$ cat config.mk
export PLATFORM = sky130hd
export DESIGN_NAME = fsp_ctrl
export DESIGN_NICKNAME = d
export VERILOG_FILES = /design/src/sv/fsp_pkg.sv /design/src/sv/fsp_ctrl.sv
export SDC_FILE = /design/constraint.sdc
export NUM_CORES = 1
export LEC_CHECK = 0
export BUFFER_PORTS_ARGS = -buffer_cell sky130_fd_sc_hd__buf_2
export CORE_AREA = 2 2 39 41
export CTS_BUF_LIST = sky130_fd_sc_hd__clkbuf_16
export CTS_CLUSTER_SIZE = 30
export DETAILED_ROUTE_END_ITERATION = 8
export DIE_AREA = 0 0 41 43
export PLACE_DENSITY = 0.52
export REMOVE_ABC_BUFFERS = 1
export SLEW_MARGIN = 20
export SYNTH_ARGS = -nofsm -noshare
export SYNTH_HDL_FRONTEND = slang
export SYNTH_SLANG_ARGS = --single-unit
$ cat constraint.sdc
create_clock -name clk -period 1.6 [get_ports clk]
set_input_delay 0.16 -clock clk [delete_from_list [all_inputs] [get_ports clk]]
set_output_delay 0.16 -clock clk [all_outputs]
set_load 0.05 [all_outputs]
$ cat src/sv/fsp_pkg.sv
// Package with the shared constants, types and codes of the frame sequence player.
`timescale 1ns / 1ps

package fsp_pkg;

  localparam int MAX_FRAMES  = 64;
  localparam int ADDR_W      = (MAX_FRAMES > 1) ? $clog2(MAX_FRAMES) : 1;
  localparam int CNT_W       = $clog2(MAX_FRAMES + 1);
  localparam int TIME_W      = 32;
  localparam int SPEED_W     = 16;
  localparam int TOTAL_W     = 7;
  localparam int OP_W        = 3;
  localparam int INDEX_W     = 8;
  localparam int FRAME_OUT_W = 6;
  localparam int CFG_IDX_W   = 2;
  localparam int CFG_DATA_W  = 16;

  typedef enum logic [OP_W-1:0] {
    OP_TICK,
    OP_PLAY,
    OP_STOP,
    OP_PAUSE,
    OP_RESUME,
    OP_SEEK_FRAME,
    OP_SEEK_TIME,
    OP_WRITE_DUR
  } op_t;

  typedef enum logic [CFG_IDX_W-1:0] {
    CFG_LOOPING,
    CFG_CLIP_SPEED,
    CFG_PLAYER_SPEED,
    CFG_FRAME_TOTAL
  } cfg_reg_t;

  typedef enum logic [2:0] {
    ST_IDLE,
    ST_EXEC,
    ST_MUL,
    ST_SUM,
    ST_UPD,
    ST_WALK_RD,
    ST_WALK_ACC,
    ST_DONE
  } state_t;

  typedef struct packed {
    logic load_item;
    logic apply_op;
    logic tick_start;
    logic tick_mul;
    logic tick_sum;
    logic tick_upd;
    logic walk_init;
    logic walk_rd;
    logic walk_acc;
    logic walk_finish;
    logic out_load;
  } fsp_cmd_t;

  typedef struct packed {
    op_t  op;
    logic tick_ok;
    logic seek_ok;
    logic walk_end;
    logic walk_hit;
    logic out_free;
  } fsp_sts_t;

endpackage

$ cat src/sv/fsp_ctrl.sv
// Controller state machine that sequences each transaction through the datapath.
`timescale 1ns / 1ps

module fsp_ctrl (
  input  logic             clk,
  input  logic             rst_n,
  input  logic             in_valid,
  output logic             in_stall,
  input  fsp_pkg::fsp_sts_t sts,
  output fsp_pkg::fsp_cmd_t cmd
);

  import fsp_pkg::*;

  state_t state_r;
  state_t state_nxt;

  always_ff @(posedge clk) begin
    if (!rst_n) begin
      state_r <= ST_IDLE;
    end else begin
      state_r <= state_nxt;
    end
  end

  assign in_stall = (state_r != ST_IDLE);

  always_comb begin
    state_nxt = state_r;
    cmd       = '0;
    unique case (state_r)
      ST_IDLE: begin
        if (in_valid) begin
          cmd.load_item = 1'b1;
          state_nxt     = ST_EXEC;
        end
      end
      ST_EXEC: begin
        unique case (sts.op)
          OP_TICK: begin
            if (sts.tick_ok) begin
              cmd.tick_start = 1'b1;
              state_nxt      = ST_MUL;
            end else begin
              state_nxt = ST_DONE;
            end
          end
          OP_SEEK_FRAME, OP_SEEK_TIME: begin
            if (sts.seek_ok) begin
              cmd.walk_init = 1'b1;
              state_nxt     = ST_WALK_RD;
            end else begin
              state_nxt = ST_DONE;
            end
          end
          default: begin
            cmd.apply_op = 1'b1;
            state_nxt    = ST_DONE;
          end
        endcase
      end
      ST_MUL: begin
        cmd.tick_mul = 1'b1;
        state_nxt    = ST_SUM;
      end
      ST_SUM: begin
        cmd.tick_sum = 1'b1;
        state_nxt    = ST_UPD;
      end
      ST_UPD: begin
        cmd.tick_upd = 1'b1;
        state_nxt    = ST_DONE;
      end
      ST_WALK_RD: begin
        if (sts.walk_end) begin
          cmd.walk_finish = 1'b1;
          state_nxt       = ST_DONE;
        end else begin
          cmd.walk_rd = 1'b1;
          state_nxt   = ST_WALK_ACC;
        end
      end
      ST_WALK_ACC: begin
        cmd.walk_acc = 1'b1;
        state_nxt    = sts.walk_hit ? ST_DONE : ST_WALK_RD;
      end
      ST_DONE: begin
        if (sts.out_free) begin
          cmd.out_load = 1'b1;
          state_nxt    = ST_IDLE;
        end
      end
      default: begin
        state_nxt = ST_IDLE;
      end
    endcase
  end

endmodule

==> impl_metrics.py <==
metrics = {
    "clock_tree": {
        "cts_buffers": 3,
        "clkLatencyLatePin_ns": 0.22,
        "cts_setup_buffers": 0,
        "htreeDepth": 1,
        "ctsResizeCount": 0,
        "clk_path_buf_depth": 2,
        "path_clk_slew_ns": 0.03,
        "root_buffer": "clkbuf_16",
        "ctsHoldBuffers": 0,
        "cts_tree": "yes",
        "cts_sinks": 3,
    },
    "sta": {
        "slew_violations": 0,
        "fin_crit_sh": 0.941,
        "fmax_mhz": 664,
        "setup_viol": 0,
        "fin_hold_ws_ns": 0.215,
        "worst_slack_ns": 0.0940,
        "timing_hold_violations_final": 0,
        "maxSlewHeadroom": 0.796,
        "period_minus_slack_ns": 1.51,
        "grt_setup_unrepaired": "no",
        "skew_ns": 0.000618,
        "tightest_slew_ns": 0.305,
    },
    "power_and_ir_drop": {
        "p_switching_mw": 0.279,
        "ir_drop_mv": 0.521,
        "power_leakage_nw": 0.263,
        "p_int_mw": 0.506,
        "seqPwrFrac": 0.139,
        "power.total_mw": 0.786,
        "clkPwrFrac": 0.491,
        "pwr_density_cell_mw_per_mm2": 1570,
        "comb_power_share": 0.369,
        "switching_share": 0.355,
    },
    "final_layout": {
        "final_area_um2": 502,
        "drive_above_1_share": 0.435,
        "top_register": "state_r",
        "nFillCells": 151,
        "area_delta_synth_final_pct": 77.4,
        "fin_cells": 85,
        "nNetsFinal": 81,
        "reg_top3": "state_r x3",
        "num_antenna_cells": 0,
        "largest_reg_flops": 3,
    },
    "worst_setup_path": {
        "endpoint_kind": "primary output",
        "rr_endpoint": "state_r[0]$_SDFFE_PN0P_",
        "path_class": "flop to primary output",
        "start_kind": "flop",
        "arrival_ns": 1.35,
        "r2r_slack_ns": 0.41,
        "timing.rr.start": "state_r[0]$_SDFFE_PN0P_",
        "r2r_cells": 4,
        "cp_max_fo": 5,
        "required_ns": 1.44,
    },
    "synthesis": {
        "syn-instance-count": 43,
        "synthArstFlopShare": 0,
        "netlist_top_cells_area": "dfxtp_1, nor2_1, nand2_1",
        "yosys.area.top_type": "dfxtp_1",
        "synth_most_common_cell": "nor2_1",
        "synth_compound_area_frac": 0.221,
        "synth_adder_area_share": 0,
        "synthMuxAreaShare": 0,
        "synth_area_um2": 283,
        "seq_area_frac_synth": 0.212,
        "synth-edff-count": 0,
        "ys_ff_latch": 3,
        "synth_flop_cell": "dfxtp_1",
        "synth_top_family_by_area": "simple AND/OR/NAND/NOR gates",
        "ys_warn_count": 0,
        "synth_top_area_frac": 0.212,
        "ys_top_cells_by_count": "nor2_1, nand2_1, dfxtp_1, inv_1",
        "synth_simple_gate_area_frac": 0.460,
        "synth_xor_area_frac": 0.0310,
        "syn-mean-instance-area_um2": 6.58,
        "ys_types": 22,
    },
    "job": {
        "drv_cap": 0,
    },
    "worst_hold_path": {
        "holdPathStages": 3,
        "holdCritPathClass": "input pin to flop",
        "hp-start": "rst_n",
        "hold_end": "state_r[2]$_SDFFE_PN0P_",
    },
    "route": {
        "vias": 375,
        "ant_nets": 0,
        "route.detailed.drc": 0,
        "drt_first_pass_iters": 2,
        "wl_um": 803,
        "vias_per_cell": 4.41,
        "drtIter0Drc": 2,
        "route.detailed.wl_per_inst_um": 9.45,
    },
    "placed_design": {
        "hpwl_um": 669,
        "gp_congestion": 0.733,
        "placed_cells": 81,
        "post-place-ws_ns": 0.230,
        "numPortBuffers": 22,
        "dpl_cell_area_um2": 418,
    },
    "floorplan": {
        "fp.dieH_um": 43,
        "core_area_mm2": 0.00138,
        "ios": 23,
        "initial_core_util": 0.204,
        "die-area_mm2": 0.00176,
        "rows": 14,
        "chipWidth_um": 41,
    },
    "grt": {
        "gr-total-overflow": 0,
        "grt_max_degree": 11,
        "grt_pass1_wl_um": 1300,
        "grt_pass1_vias": 333,
        "track_usage": 0.109,
        "grt_antenna_before_repair": 0,
    },
    "run_status": {
        "status": "completed",
    },
}
==> critical path, cell delays in order (launching register included) <==
cell,delay (ns)
dfxtp_1,0.33
and2b_1,0.26
nand2_1,0.10
a211oi_1,0.19
buf_4,0.24
==> power groups by stage <==
stage	Clock, mW	Sequential (mW)	Combinational [mW]
after floorplan	0	0.117	0.201
after global placement	0	0.111	0.286
after detailed placement	0	0.111	0.287
after CTS	0.394	0.110	0.287
after global routing	0.402	0.113	0.315
final	0.386	0.109	0.290
==> through the flow <==
| step | util | TNS, ns |
|---|---|---|
| 3_3_place_gp | 0.302 | 0 |
| 3_5_place_dp | 0.302 | 0 |
| 6_report | 0.363 | 0 |
| 2_1_floorplan | - | -0.701 |
| 4_1_cts | 0.359 | 0 |
| 5_1_grt | 0.363 | 0 |
==> area by class of cell <==
class / count / area (µm²) / share of cell area
Sequential cell: 3 / 60.1 / 0.120
Tap cell: 16 / 20.0 / 0.0399
Clock buffer: 3 / 75.1 / 0.150
Clock inverter: 1 / 3.75 / 0.00748
Inverter: 3 / 11.3 / 0.0224
Multi-Input combinational cell: 35 / 201 / 0.401
Timing Repair Buffer: 24 / 130 / 0.259
==> per-layer routing <==
layer | share of wire | vias up | global-route usage
met1 | 0.49 | 154 | 0.141
met2 | 0.43 | 17 | 0.156
met4 | 0 | 0 | 0.0800
met3 | 0.085 | 0 | 0.0157
met5 | 0 | - | 0
li1 | - | 204 | -
==> how the worst max path moves through the flow <==
stage / start / to / slack, ns / cells after the start
2_1_floorplan: state_r[1]$_SDFFE_PN0P_ / cmd[9] / -0.43 / 3
3_3_place_gp: sts[7] / cmd[8] / 0.22 / 4
3_5_place_dp: sts[7] / cmd[8] / 0.23 / 4
4_1_cts: state_r[0]$_SDFFE_PN0P_ / cmd[10] / 0.03 / 4
5_1_grt: state_r[2]$_SDFFE_PN0P_ / cmd[5] / 0.001 / 3
6_report: state_r[1]$_SDFFE_PN0P_ / cmd[9] / 0.09 / 4
==> cells in the final DEF, fill, tap and decap left out <==
master	instances
or4b_4	1
dfxtp_1	3
o21ai_0	2
clkbuf_16	3
or3_4	1
and3_1	1
inv_1	4
a211oi_1	2
and2b_1	1
o211ai_1	1
nor3b_1	1
nor3_1	2
xor2_1	1
buf_2	20
nand3_1	1
o21ai_2	1
nand2_1	6
a32o_1	1
nand2b_1	1
nor2_1	9
a31oi_1	1
buf_4	4
and2_1	1
a21oi_1	1
==> cells by family after synthesis <==
group,Yosys count
buf+inv,5
compound gates,9
flops,3
xor+xnor,1
simple gates,25
No activity file was read; power rests on OpenSTA's default activity.
